===== config.mk =====
export PLATFORM = sky130hd
export DESIGN_NAME = magic_divisor_recovery_core_flat
export DESIGN_NICKNAME = d
export VERILOG_FILES = /design/src/hw/rtl/mdr_pkg.sv /design/src/hw/rtl/mdr_if.sv /design/src/hw/rtl/mdr_divider.sv /design/src/hw/rtl/magic_divisor_recovery_core.sv /design/src/flat_wrapper.sv
export SDC_FILE = /design/constraint.sdc
export NUM_CORES = 2
export LEC_CHECK = 0
export BUFFER_PORTS_ARGS = -buffer_cell sky130_fd_sc_hd__buf_2
export CAP_MARGIN = 20
export CORE_MARGIN = 10
export CORE_UTILIZATION = 30
export CTS_BUF_LIST = sky130_fd_sc_hd__clkbuf_4
export DETAILED_ROUTE_END_ITERATION = 16
export GPL_TIMING_DRIVEN = 0
export SYNTH_ARGS = -nofsm -noshare
export SYNTH_HDL_FRONTEND = slang
export SYNTH_SLANG_ARGS = --single-unit

===== constraint.sdc =====
create_clock -name clk -period 14.5 [get_ports clk]
set_clock_uncertainty 0.1 [all_clocks]
set_input_delay 2.175 -clock clk [delete_from_list [all_inputs] [get_ports clk]]
set_output_delay 2.175 -clock clk [all_outputs]
set_load 0.02 [all_outputs]

===== src/hw/rtl/mdr_pkg.sv =====
`timescale 1ns / 1ps
`default_nettype none
package mdr_pkg;

  localparam int WORD_BITS = 64;
  localparam int KNOWN_COUNT = 12;
  localparam int QUOT_BITS = 128;
  localparam int STEP_BITS = 7;

  typedef struct packed {
    logic [WORD_BITS-1:0] magic;
    logic [2:0]           extra;
    logic [WORD_BITS-1:0] div;
  } known_t;

  typedef struct packed {
    logic                 start;
    logic [6:0]           shift;
    logic [WORD_BITS-1:0] divisor;
  } div_req_t;

  typedef struct packed {
    logic                 done;
    logic                 busy;
    logic [QUOT_BITS-1:0] quot;
    logic [WORD_BITS-1:0] rem;
  } div_rsp_t;

  // Look up a known 32-bit magic; returns zero when absent.
  function automatic logic [WORD_BITS-1:0] known_lookup(
      input logic [WORD_BITS-1:0] magic, input logic [6:0] extra);
    known_t tab [KNOWN_COUNT];
    logic [WORD_BITS-1:0] res;
    tab[0]  = '{64'hAAAAAAAB, 3'd1, 64'd3};
    tab[1]  = '{64'hCCCCCCCD, 3'd2, 64'd5};
    tab[2]  = '{64'hAAAAAAAB, 3'd2, 64'd6};
    tab[3]  = '{64'h24924925, 3'd0, 64'd7};
    tab[4]  = '{64'h38E38E39, 3'd1, 64'd9};
    tab[5]  = '{64'hCCCCCCCD, 3'd3, 64'd10};
    tab[6]  = '{64'hBA2E8BA3, 3'd3, 64'd11};
    tab[7]  = '{64'hAAAAAAAB, 3'd3, 64'd12};
    tab[8]  = '{64'h51EB851F, 3'd3, 64'd25};
    tab[9]  = '{64'h51EB851F, 3'd5, 64'd100};
    tab[10] = '{64'h10624DD3, 3'd6, 64'd1000};
    tab[11] = '{64'h80808081, 3'd7, 64'd255};
    res = '0;
    for (int i = KNOWN_COUNT - 1; i >= 0; i--) begin
      if (tab[i].magic == magic && {4'd0, tab[i].extra} == extra) begin
        res = tab[i].div;
      end
    end
    return res;
  endfunction

endpackage
`default_nettype wire


===== src/hw/rtl/mdr_if.sv =====
`timescale 1ns / 1ps
`default_nettype none
interface mdr_in_if;
  logic        valid;
  logic        ready;
  logic [63:0] magic;
  logic [6:0]  shift_total;
  logic [6:0]  operand_width;
  modport source (output valid, magic, shift_total, operand_width, input ready);
  modport sink (input valid, magic, shift_total, operand_width, output ready);
endinterface

interface mdr_out_if;
  logic        valid;
  logic        ready;
  logic [63:0] divisor;
  logic        found;
  logic        from_table;
  modport source (output valid, divisor, found, from_table, input ready);
  modport sink (input valid, divisor, found, from_table, output ready);
endinterface
`default_nettype wire


===== src/hw/rtl/mdr_divider.sv =====
`timescale 1ns / 1ps
`default_nettype none
module mdr_divider
  import mdr_pkg::*;
(
  input  wire logic clk,
  input  wire logic rst_n,
  input  div_req_t  req,
  output div_rsp_t  rsp
);

  logic                 busy_r, busy_nxt;
  logic                 done_r, done_nxt;
  logic [STEP_BITS-1:0] idx_r, idx_nxt;
  logic [6:0]           shift_r, shift_nxt;
  logic [WORD_BITS-1:0] dvs_r, dvs_nxt;
  logic [WORD_BITS-1:0] rem_r, rem_nxt;
  logic [QUOT_BITS-1:0] quot_r, quot_nxt;
  logic [WORD_BITS:0]   shifted;
  logic                 take;

  // One restoring step per cycle, numerator bit i is (i == shift)
  assign shifted = {rem_r, (idx_r == shift_r)};
  assign take = shifted[WORD_BITS] || (shifted[WORD_BITS-1:0] >= dvs_r);

  always_comb begin
    busy_nxt  = busy_r;
    done_nxt  = 1'b0;
    idx_nxt   = idx_r;
    shift_nxt = shift_r;
    dvs_nxt   = dvs_r;
    rem_nxt   = rem_r;
    quot_nxt  = quot_r;
    if (req.start) begin
      busy_nxt  = 1'b1;
      idx_nxt   = STEP_BITS'(QUOT_BITS - 1);
      shift_nxt = req.shift;
      dvs_nxt   = req.divisor;
      rem_nxt   = '0;
      quot_nxt  = '0;
    end else if (busy_r) begin
      rem_nxt  = take ? shifted[WORD_BITS-1:0] - dvs_r : shifted[WORD_BITS-1:0];
      quot_nxt = {quot_r[QUOT_BITS-2:0], take};
      idx_nxt  = idx_r - 1'b1;
      if (idx_r == '0) begin
        busy_nxt = 1'b0;
        done_nxt = 1'b1;
      end
    end
  end

  always_ff @(posedge clk) begin
    if (!rst_n) begin
      busy_r <= 1'b0;
      done_r <= 1'b0;
    end else begin
      busy_r <= busy_nxt;
      done_r <= done_nxt;
    end
    idx_r   <= idx_nxt;
    shift_r <= shift_nxt;
    dvs_r   <= dvs_nxt;
    rem_r   <= rem_nxt;
    quot_r  <= quot_nxt;
  end

  assign rsp = '{done: done_r, busy: busy_r, quot: quot_r, rem: rem_r};

  a_done_after_busy: assert property (@(posedge clk) disable iff (!rst_n)
    done_r |-> $past(busy_r)) else $error("done without run");
  a_no_busy_done: assert property (@(posedge clk) disable iff (!rst_n)
    !(done_r && busy_r && !$past(req.start))) else $error("busy and done");
  a_start_busy: assert property (@(posedge clk) disable iff (!rst_n)
    req.start |=> busy_r) else $error("start lost");

endmodule
`default_nettype wire


===== src/hw/rtl/magic_divisor_recovery_core.sv =====
`timescale 1ns / 1ps
`default_nettype none
// A table hit or zero operand goes straight to the output; otherwise up to four
// divisions run (candidate, then d, d+1, d-1).
// Throughput: one word at a time; the 128-step bit-serial divider sets the rate.
// The input is not ready while a word is in work or a result waits.
// Reset: synchronous active-low rst_n clears the sequencer and output valid.
module magic_divisor_recovery_core
  import mdr_pkg::*;
(
  input  wire logic clk,
  input  wire logic rst_n,
  mdr_in_if.sink    in_ch,
  mdr_out_if.source out_ch
);

  typedef enum logic [5:0] {
    ST_IDLE  = 6'b000001,
    ST_CAND  = 6'b000010,
    ST_CWAIT = 6'b000100,
    ST_VER   = 6'b001000,
    ST_VWAIT = 6'b010000,
    ST_OUT   = 6'b100000
  } state_t;

  state_t               state_r, state_nxt;
  logic [WORD_BITS-1:0] magic_r, magic_nxt;
  logic [6:0]           shift_r, shift_nxt;
  logic [6:0]           width_r, width_nxt;
  logic [WORD_BITS-1:0] cand_r, cand_nxt;
  logic [WORD_BITS-1:0] try_r, try_nxt;
  logic [1:0]           alt_r, alt_nxt;
  logic [WORD_BITS-1:0] res_r, res_nxt;
  logic                 tab_r, tab_nxt;
  div_req_t             req;
  div_rsp_t             rsp;
  logic [WORD_BITS-1:0] tab_hit;
  logic [6:0]           w_sat;
  logic [QUOT_BITS-1:0] q_adj;
  logic [WORD_BITS:0]   mag_m1, mag_p1, lim;
  logic                 ge, le;

  mdr_divider u_div (.clk(clk), .rst_n(rst_n), .req(req), .rsp(rsp));

  assign w_sat   = (in_ch.operand_width > 7'(WORD_BITS)) ? 7'(WORD_BITS) : in_ch.operand_width;
  assign tab_hit = (w_sat <= 7'd32 && in_ch.shift_total >= 7'd32) ?
                   known_lookup(in_ch.magic, in_ch.shift_total - 7'd32) : '0;

  // Quotient after rounding: half up for the candidate (truncated when shift < 64), ceiling for checks
  always_comb begin
    q_adj = rsp.quot;
    if (state_r == ST_CWAIT) begin
      if (shift_r >= 7'd64 && rsp.rem >= magic_r - rsp.rem) q_adj = rsp.quot + 1'b1;
    end else if (rsp.rem != '0) begin
      q_adj = rsp.quot + 1'b1;
    end
  end

  assign mag_m1 = {1'b0, magic_r} - 1'b1;
  assign mag_p1 = {1'b0, magic_r} + 1'b1;
  assign ge = (q_adj[QUOT_BITS-1:WORD_BITS] != '0) || ({1'b0, q_adj[WORD_BITS-1:0]} >= mag_m1);
  assign le = (q_adj[QUOT_BITS-1:WORD_BITS+1] == '0) && (q_adj[WORD_BITS:0] <= mag_p1);
  assign lim = (width_r >= 7'(WORD_BITS)) ? {1'b1, {WORD_BITS{1'b0}}} :
               ({{WORD_BITS{1'b0}}, 1'b1} << width_r[5:0]);

  // Sequence: candidate division, then up to three verify divisions
  always_comb begin
    state_nxt = state_r;
    magic_nxt = magic_r;
    shift_nxt = shift_r;
    width_nxt = width_r;
    cand_nxt  = cand_r;
    try_nxt   = try_r;
    alt_nxt   = alt_r;
    res_nxt   = res_r;
    tab_nxt   = tab_r;
    req       = '{start: 1'b0, shift: shift_r, divisor: try_r};
    unique case (state_r)
      ST_IDLE: begin
        if (in_ch.valid) begin
          magic_nxt = in_ch.magic;
          shift_nxt = in_ch.shift_total;
          width_nxt = w_sat;
          res_nxt   = tab_hit;
          tab_nxt   = tab_hit != '0;
          try_nxt   = in_ch.magic;
          if (tab_hit != '0 || in_ch.magic == '0 || in_ch.shift_total == '0) begin
            state_nxt = ST_OUT;
          end else begin
            state_nxt = ST_CAND;
          end
        end
      end
      ST_CAND: begin
        req.start = 1'b1;
        state_nxt = ST_CWAIT;
      end
      ST_CWAIT: begin
        if (rsp.done) begin
          cand_nxt = q_adj[WORD_BITS-1:0];
          try_nxt  = q_adj[WORD_BITS-1:0];
          alt_nxt  = 2'd0;
          if (q_adj[QUOT_BITS-1:WORD_BITS] != '0 || q_adj[WORD_BITS-1:0] < 64'd2 ||
              {1'b0, q_adj[WORD_BITS-1:0]} > lim) begin
            state_nxt = ST_OUT;
          end else begin
            state_nxt = ST_VER;
          end
        end
      end
      ST_VER: begin
        req.start = 1'b1;
        state_nxt = ST_VWAIT;
      end
      ST_VWAIT: begin
        if (rsp.done) begin
          if (ge && le) begin
            res_nxt   = try_r;
            state_nxt = ST_OUT;
          end else if (alt_r == 2'd0 && cand_r != '1) begin
            alt_nxt   = 2'd1;
            try_nxt   = cand_r + 1'b1;
            state_nxt = ST_VER;
          end else if (alt_r != 2'd2 && cand_r - 1'b1 >= 64'd2) begin
            alt_nxt   = 2'd2;
            try_nxt   = cand_r - 1'b1;
            state_nxt = ST_VER;
          end else begin
            state_nxt = ST_OUT;
          end
        end
      end
      ST_OUT: begin
        if (out_ch.ready) state_nxt = ST_IDLE;
      end
      default: state_nxt = ST_IDLE;
    endcase
  end

  always_ff @(posedge clk) begin
    if (!rst_n) begin
      state_r <= ST_IDLE;
    end else begin
      state_r <= state_nxt;
    end
    magic_r <= magic_nxt;
    shift_r <= shift_nxt;
    width_r <= width_nxt;
    cand_r  <= cand_nxt;
    try_r   <= try_nxt;
    alt_r   <= alt_nxt;
    res_r   <= res_nxt;
    tab_r   <= tab_nxt;
  end

  assign in_ch.ready       = state_r == ST_IDLE;
  assign out_ch.valid      = state_r == ST_OUT;
  assign out_ch.divisor    = res_r;
  assign out_ch.found      = res_r != '0;
  assign out_ch.from_table = tab_r;

  a_tab_found: assert property (@(posedge clk) disable iff (!rst_n)
    (out_ch.valid && out_ch.from_table) |-> out_ch.found) else $error("table w/o divisor");
  a_no_accept_busy: assert property (@(posedge clk) disable iff (!rst_n)
    (state_r != ST_IDLE) |-> !in_ch.ready) else $error("ready while busy");
  a_div_idle: assert property (@(posedge clk) disable iff (!rst_n)
    (state_r == ST_OUT) |-> !rsp.busy) else $error("divider runs at output");

endmodule
`default_nettype wire

===== src/flat_wrapper.sv =====
// flat-port wrapper written by rule: the top's interface ports become plain ports
module magic_divisor_recovery_core_flat import mdr_pkg::*;
  (clk, rst_n, in_ch_valid, in_ch_magic, in_ch_shift_total, in_ch_operand_width, in_ch_ready, out_ch_valid, out_ch_divisor, out_ch_found, out_ch_from_table, out_ch_ready);
  mdr_in_if in_ch_i ();
  mdr_out_if out_ch_i ();
  input  wire logic clk;
  input  wire logic rst_n;
  input wire logic [$bits(in_ch_i.valid)-1:0] in_ch_valid;
  input wire logic [$bits(in_ch_i.magic)-1:0] in_ch_magic;
  input wire logic [$bits(in_ch_i.shift_total)-1:0] in_ch_shift_total;
  input wire logic [$bits(in_ch_i.operand_width)-1:0] in_ch_operand_width;
  output wire logic [$bits(in_ch_i.ready)-1:0] in_ch_ready;
  output wire logic [$bits(out_ch_i.valid)-1:0] out_ch_valid;
  output wire logic [$bits(out_ch_i.divisor)-1:0] out_ch_divisor;
  output wire logic [$bits(out_ch_i.found)-1:0] out_ch_found;
  output wire logic [$bits(out_ch_i.from_table)-1:0] out_ch_from_table;
  input wire logic [$bits(out_ch_i.ready)-1:0] out_ch_ready;
  assign in_ch_i.valid = in_ch_valid;
  assign in_ch_i.magic = in_ch_magic;
  assign in_ch_i.shift_total = in_ch_shift_total;
  assign in_ch_i.operand_width = in_ch_operand_width;
  assign in_ch_ready = in_ch_i.ready;
  assign out_ch_valid = out_ch_i.valid;
  assign out_ch_divisor = out_ch_i.divisor;
  assign out_ch_found = out_ch_i.found;
  assign out_ch_from_table = out_ch_i.from_table;
  assign out_ch_i.ready = out_ch_ready;
  magic_divisor_recovery_core u_core (.clk(clk), .rst_n(rst_n), .in_ch(in_ch_i), .out_ch(out_ch_i));
endmodule

Yosys cells after proc, flatten, opt, wreduce, memory -nomap -nowiden
Cells that the tools add are included.
{ "classes": {"addsub": 9, "magnitude_cmp": 12, "n_eq_ne": 30, "shift": 1, "muxes": 51, "bitwise_logic": 2, "reduce_logical": 45} }
{ "ops": {"columns": ["operator", "n"], "rows": [
  ["64-bit two-way mux", 10],
  ["128-bit two-way mux", 3],
  ["32-bit by 64-bit equality test with 1-bit output, first input constant", 4],
  ["64-bit nonzero test", 4],
  ["64-bit one-hot mux with 3 select lines", 1],
  ["128-bit by 1-bit adder with 128-bit output, second input constant", 1],
  ["30-bit by 64-bit equality test with 1-bit output, first input constant", 2],
  ["64-bit >= comparator", 2],
  ["64-bit one-hot mux with 2 select lines", 1],
  ["64-bit subtractor", 2],
  ["10-bit two-way mux", 12],
  ["64-bit by 1-bit adder with 65-bit output, second input constant", 1],
  ["64-bit by 65-bit >= comparator with 1-bit output", 1],
  ["64-bit by 65-bit greater-than comparator with 1-bit output", 1],
  ["65-bit <= comparator", 1],
  ["65-bit two-way mux", 1],
  ["1-bit by 6-bit << shifter with 65-bit output, first input constant", 1],
  ["64-bit by 1-bit subtractor with 65-bit output, second input constant", 1],
  ["64-bit by 1-bit adder with 64-bit output, second input constant", 1],
  ["29-bit by 64-bit equality test with 1-bit output, first input constant", 1],
  ["31-bit by 64-bit equality test with 1-bit output, first input constant", 1],
  ["64-bit by 2-bit >= comparator with 1-bit output, second input constant", 1],
  ["64-bit zero test", 1],
  ["64-bit by 2-bit less-than comparator with 1-bit output, second input constant", 1],
  ["42 further kinds", 95]
]} }
{ "totals": {"reg_bits": 551, "output_inout_bits": 68, "word_cells": 166} }

Depth between registers and ports, before layout
{ "depth": {"ltp_word": 22, "mapped_depth": 46, "ltp_nobuf": 43} }

Modules after synthesis
Synthesis repeated with hierarchy kept, for this count alone.
{ "hier_totals": {"hier_cells": 5463, "hier_area_um2": 46344.4} }
{ "by_module_without_submodules": {"columns": ["module", "n_inst", "cells_per_inst", "area_each_um2"], "rows": [
  ["magic_divisor_recovery_core", 1, 3900, 32125.8],
  ["mdr_divider", 1, 1563, 14218.6]
]} }

Worst setup path before layout
Ideal clock, no wire load.
{ "synth_timing": {"path_kind": "register to register", "from": "register u_core.magic_r[4]", "to": "register u_core.try_r[0], enable pin", "setup_time_ps": 581, "t_arrival_ps": 12996, "required_time_ps": 13819, "slack_ps": 823, "path_stages_with_launch": 43, "path_buffers": 3, "path_cell_list": "edfxtp_1 -> ha_1 -> or4_1 -> o21ai_0 -> a21oi_1 -> a211oi_1 -> or3_1 -> nand3_1 -> a31o_2 -> a21o_1 -> nand4_1 -> a311oi_1 -> o21a_1 -> a2111oi_1 -> o31ai_1 -> xnor2_1 -> ha_1 -> a21o_1 -> [... 7 more ...] -> clkbuf_1 -> clkbuf_1 -> nor2_1 -> xor2_1 -> ha_1 -> nand4_1 -> a211oi_1 -> a211oi_1 -> nor2_1 -> nor2_1 -> nand3_1 -> a221oi_1 -> o221ai_1 -> a31oi_1 -> o21ai_0 -> o211ai_1 -> a21oi_1 -> a211oi_1"} }
{ "synth_via": {"elab_chain_cells": 10} }
{ "synth_lines": {"columns": ["element", "line", "rtl"], "rows": [
  ["start, declared", "magic_divisor_recovery_core.sv:27", "logic [WORD_BITS-1:0] magic_r, magic_nxt;"],
  ["start signal, assigned", "magic_divisor_recovery_core.sv:146", "magic_r <= magic_nxt;"],
  ["64-bit subtractor *", "magic_divisor_recovery_core.sv:53", "if (shift_r >= 7'd64 && rsp.rem >= magic_r - rsp.rem) q_adj = rsp.quot + 1'b1;"],
  ["64-bit >= comparator *", "magic_divisor_recovery_core.sv:53", null],
  ["1-bit logical AND *", "magic_divisor_recovery_core.sv:53", null],
  ["128-bit two-way mux *", "magic_divisor_recovery_core.sv:53", null],
  ["128-bit two-way mux *", "magic_divisor_recovery_core.sv:52", "if (state_r == ST_CWAIT) begin"],
  ["net u_core.q_adj[5]", "magic_divisor_recovery_core.sv:39", "logic [QUOT_BITS-1:0] q_adj;"],
  ["64-bit by 65-bit >= comparator with 1-bit output / 65-bit <= comparator (equally long branches)", "magic_divisor_recovery_core.sv:61, magic_divisor_recovery_core.sv:62", null],
  ["1-bit logical OR / 1-bit logical AND (equally long branches)", "magic_divisor_recovery_core.sv:61, magic_divisor_recovery_core.sv:62", null],
  ["1-bit logical AND *", "magic_divisor_recovery_core.sv:117", "if (ge && le) begin"],
  ["2-bit inequality test (no source line) *", null, null],
  ["6-bit AND reduction (no source line) *", null, null],
  ["end signal, assigned", "magic_divisor_recovery_core.sv:150", "try_r <= try_nxt;"],
  ["end, declared", "magic_divisor_recovery_core.sv:31", "logic [WORD_BITS-1:0] try_r, try_nxt;"]
]} }
The timed path passes the listed nets; every way through them passes the cells marked *.
A chain may end at the register's enable or synchronous reset.

Worst setup path after layout
{ "layout_timing": {"from": "register u_core.magic_r[0]", "to": "register u_core.res_r[0] (netlist: u_core.out_ch.divisor[0]), enable pin"} }
{ "layout_via": {"elab_chain_cells": 10} }
{ "layout_lines": {"columns": ["element", "line", "rtl"], "rows": [
  ["64-bit subtractor *", "magic_divisor_recovery_core.sv:53", null],
  ["64-bit >= comparator *", "magic_divisor_recovery_core.sv:53", null],
  ["1-bit logical AND *", "magic_divisor_recovery_core.sv:53", null],
  ["128-bit two-way mux *", "magic_divisor_recovery_core.sv:53", null],
  ["128-bit two-way mux *", "magic_divisor_recovery_core.sv:52", null],
  ["net u_core.q_adj[57]", "magic_divisor_recovery_core.sv:39", null],
  ["64-bit by 65-bit >= comparator with 1-bit output / 65-bit <= comparator (equally long branches)", "magic_divisor_recovery_core.sv:61, magic_divisor_recovery_core.sv:62", null],
  ["1-bit logical OR / 1-bit logical AND (equally long branches)", "magic_divisor_recovery_core.sv:61, magic_divisor_recovery_core.sv:62", null],
  ["1-bit logical AND *", "magic_divisor_recovery_core.sv:117", null],
  ["2-bit by 1-bit inequality test with 1-bit output (no source line) *", null, null],
  ["4-bit AND reduction (no source line) *", null, null],
  ["end signal, assigned", "magic_divisor_recovery_core.sv:152", "res_r <= res_nxt;"],
  ["end, declared", "magic_divisor_recovery_core.sv:33", "logic [WORD_BITS-1:0] res_r, res_nxt;"]
]} }
Marks and branches as above.

==> flow_metrics.tcl <==
set metrics [dict create \
    rsz0062_at_grt "no" \
    totalWireLength_mm 184.9 \
    antenna_left 0 \
    fp.dieW_microns 404.7 \
    finalHoldViolCount 0 \
    setup_tns_ps 0 \
    cts_tree "yes" \
    max_stage_delay_ps 700 \
    maxCapViolCount 0 \
    die-height_microns 404.7 \
    powerDensity_nw_per_um2 152.3 \
    drc 0 \
    ys_seq_elements 551 \
    reg2reg_depth 44 \
    synth_area_sq_um 44390 \
    holdPathStages 0 \
    root_buffer "clkbuf_4" \
    min_path_type "flop to flop" \
    synth_ff_type "edfxtp_1" \
    crit_buf_inv 5 \
    status "finished, final reports clean" \
    rr_endpoint "u_core.out_ch.divisor[0]" \
    synth-edff-count 344 \
    avgRoutedWirePerCell_microns 24.46 \
    cts_buffer_depth 3 \
    avgSynthCellArea_sq_um 8.605 \
    min_period_ps 14170 \
    r2r_setup_slack_ps 330 \
    grt_util_all_layers_pct 21.69 \
    worstPathRequired_ps 15260 \
    syn_inst 5159 \
    grt_pass1_wl_mm 265.4 \
    crit_slowest_cell "a2111oi_1" \
    post-cts-setup-buffer-count 0 \
    async_reset_ff_share_pct 0 \
    drt_iter0_drc 4120 \
    grt.overflow.total 0 \
    fin_area_sq_um 50130 \
    start_kind "flop" \
    cts_max_level 4 \
    gp_congestion 0.9955 \
    layout_commonest_cell "nor2_1" \
    grt_pass1_vias 40600 \
    fill_cells 15380 \
    layout-drive-gt1-share_pct 10.15 \
    pin_count 150 \
    ir_drop_mv 0.07480 \
    tightest_slew_ps 1325 \
    dieArea_sq_um 163800 \
    critical_path_class "flop to flop" \
    antenna_found_initial 12 \
    crit_family "compound AO/OA/AOI/OAI gates" \
    slew-limit-headroom_pct 10.88 \
    first_pass_iters 8 \
    hp-start "u_core.try_r[25]" \
    initial_utilization_pct 30.13 \
    mostFrequentLayoutCells "nor2_1 (476), nand2_1 (397), ha_1 (389)" \
    mappedNetlistNets 5632 \
    crit_path_max_fanout 28 \
    cts_hold_buf 0 \
    cts-resized-gates 3 \
    finish.utilization_pct 34.03 \
    dpl_cell_area_sq_um 47950 \
    seq_area_sq_um 14470 \
    cts_buffers 161 \
    worstHoldEndpoint "u_core.u_div.dvs_r[25]" \
    rows 141 \
    yosysWarningCount 0 \
    via_count 42580 \
    nNetsFinal 5967 \
    multiInputGateArea_sq_um 28110 \
    grt_max_degree 66 \
    setup_violations 0 \
    max_freq_ghz 0.07055 \
    core_area_sq_um 147300 \
    r2r_start "u_core.magic_r[0]" \
    cts_sinks 551 \
    clock_latency_ps 1270 \
    p_leak_uw 0.01999 \
    slew_violations 0 \
    hpwl_mm 152.7 \
    cp-startpoint "u_core.magic_r[0]" \
    via_per_inst 5.633 \
    synth_cell_types 94 \
    crit_arrival_ps 14930 \
    path_clk_slew_ps 70 \
    fin_crit_sh_pct 97.75 \
    io_buffers 149 \
    endpoint_kind "flop" \
    area_growth_pct 12.93 \
    synth-seq-area-share_pct 32.61 \
]
## cell type report
class	instances	share of cell area, %
buffer	279	2.284
tap	1930	4.817
clock inverter	61	0.8336
antenna	13	0.06489
clock buffer	224	3.354
timing repair buffer	173	2.181
inverter	204	1.527
multi-input combinational	4124	56.06
sequential	551	28.87
## routing by layer
layer  wire (microns)  track usage, %  up-vias
met5               25               0        -
met2            83150           34.83     1981
met3            12620           3.606      525
met1            74750           26.45    20220
li1                 -               -    19850
met4            14360           15.04        4
## state kept, by name (all words and copies together), names as in the netlist
name	flops
u_core.alt_r	2
u_core.cand_r	64
u_core.magic_r	64
u_core.out_ch.divisor	64
u_core.out_ch.from_table	1
u_core.shift_r	7
u_core.state_r	6
u_core.try_r	64
u_core.u_div.busy_r	1
u_core.u_div.done_r	1
u_core.u_div.dvs_r	64
u_core.u_div.idx_r	7
u_core.u_div.quot_r	128
u_core.u_div.rem_r	64
u_core.u_div.shift_r	7
u_core.width_r	7
## logic make-up (layout without fill, tap and decap cells)
| logic type | Yosys count | count (layout) | share of synthesized area (%) |
|---|---|---|---|
| mux | 141 | 141 | 3.185 |
| fa+ha+maj | 391 | 391 | 11.05 |
| simple gates | 2055 | 2055 | 24.09 |
| compound gates | 1063 | 1063 | 15.41 |
| flops | 551 | 551 | 32.61 |
| xor+xnor | 474 | 474 | 9.352 |
| other cells | 0 | 13 | 0 |
| buf+inv | 484 | 941 | 4.298 |
## worst reg2reg max path, delay by kind of cell, from the launching register on
kind,cells,cell delay (ps)
AOI/OAI and AO/OA,19,5520
xor gates and xnor gates,2,810
adders and majority gates,3,680
buffers and inverters,5,1830
DFF,1,550
and+or+nand+nor,15,4320
## through the flow
step	hold slack [ps]	setup WS (ps)	cells	power (uW)
after floorplan	300.3	822.7	5159	4854
after global placement	303.9	-7077	7238	5949
after detailed placement	310.7	-776.7	7260	6021
after CTS	323.1	198.9	7544	7612
after global routing	337.0	36.11	7554	8182
final	325.4	326.0	7559	7637
## Yosys cell counts (66+ instances only)
master	number	area share, %
mux2i_1	139	3.1
a22oi_1	66	1.1
dfxtp_1	207	9.3
nor2b_1	70	0.99
o21ai_0	237	2.7
xnor2_1	218	4.3
xor2_1	256	5.1
clkbuf_1	206	1.7
a211oi_1	76	1.3
nor4_1	148	2.1
edfxtp_1	344	23
nand3_1	166	1.9
a21oi_1	269	3.0
and2_1	84	1.2
nor2_1	477	4.0
inv_1	203	1.7
nand2_1	397	3.4
and3_1	98	1.4
nor3_1	143	1.6
a21o_1	134	2.3
nand4_1	180	2.5
ha_1	389	11
## where the power goes
group          internal, uW  switching (uW)  total [uW]
sequential             1960             352        2310
clock                   782             769        1550
combinational          1450            2330        3770
total                  4190            3450        7640
## worst max path at each step
stage | endpoint | slack, ps | cells after the start
4_1_cts | u_core.out_ch.divisor[0] | 200 | 42
3_5_place_dp | u_core.out_ch.divisor[0] | -780 | 45
6_report | u_core.out_ch.divisor[0] | 330 | 44
2_1_floorplan | u_core.try_r[0] | 820 | 42
5_1_grt | u_core.out_ch.divisor[0] | 40 | 44
3_3_place_gp | u_core.try_r[48] | -7080 | 39
No activity file was read; power rests on OpenSTA's default activity.
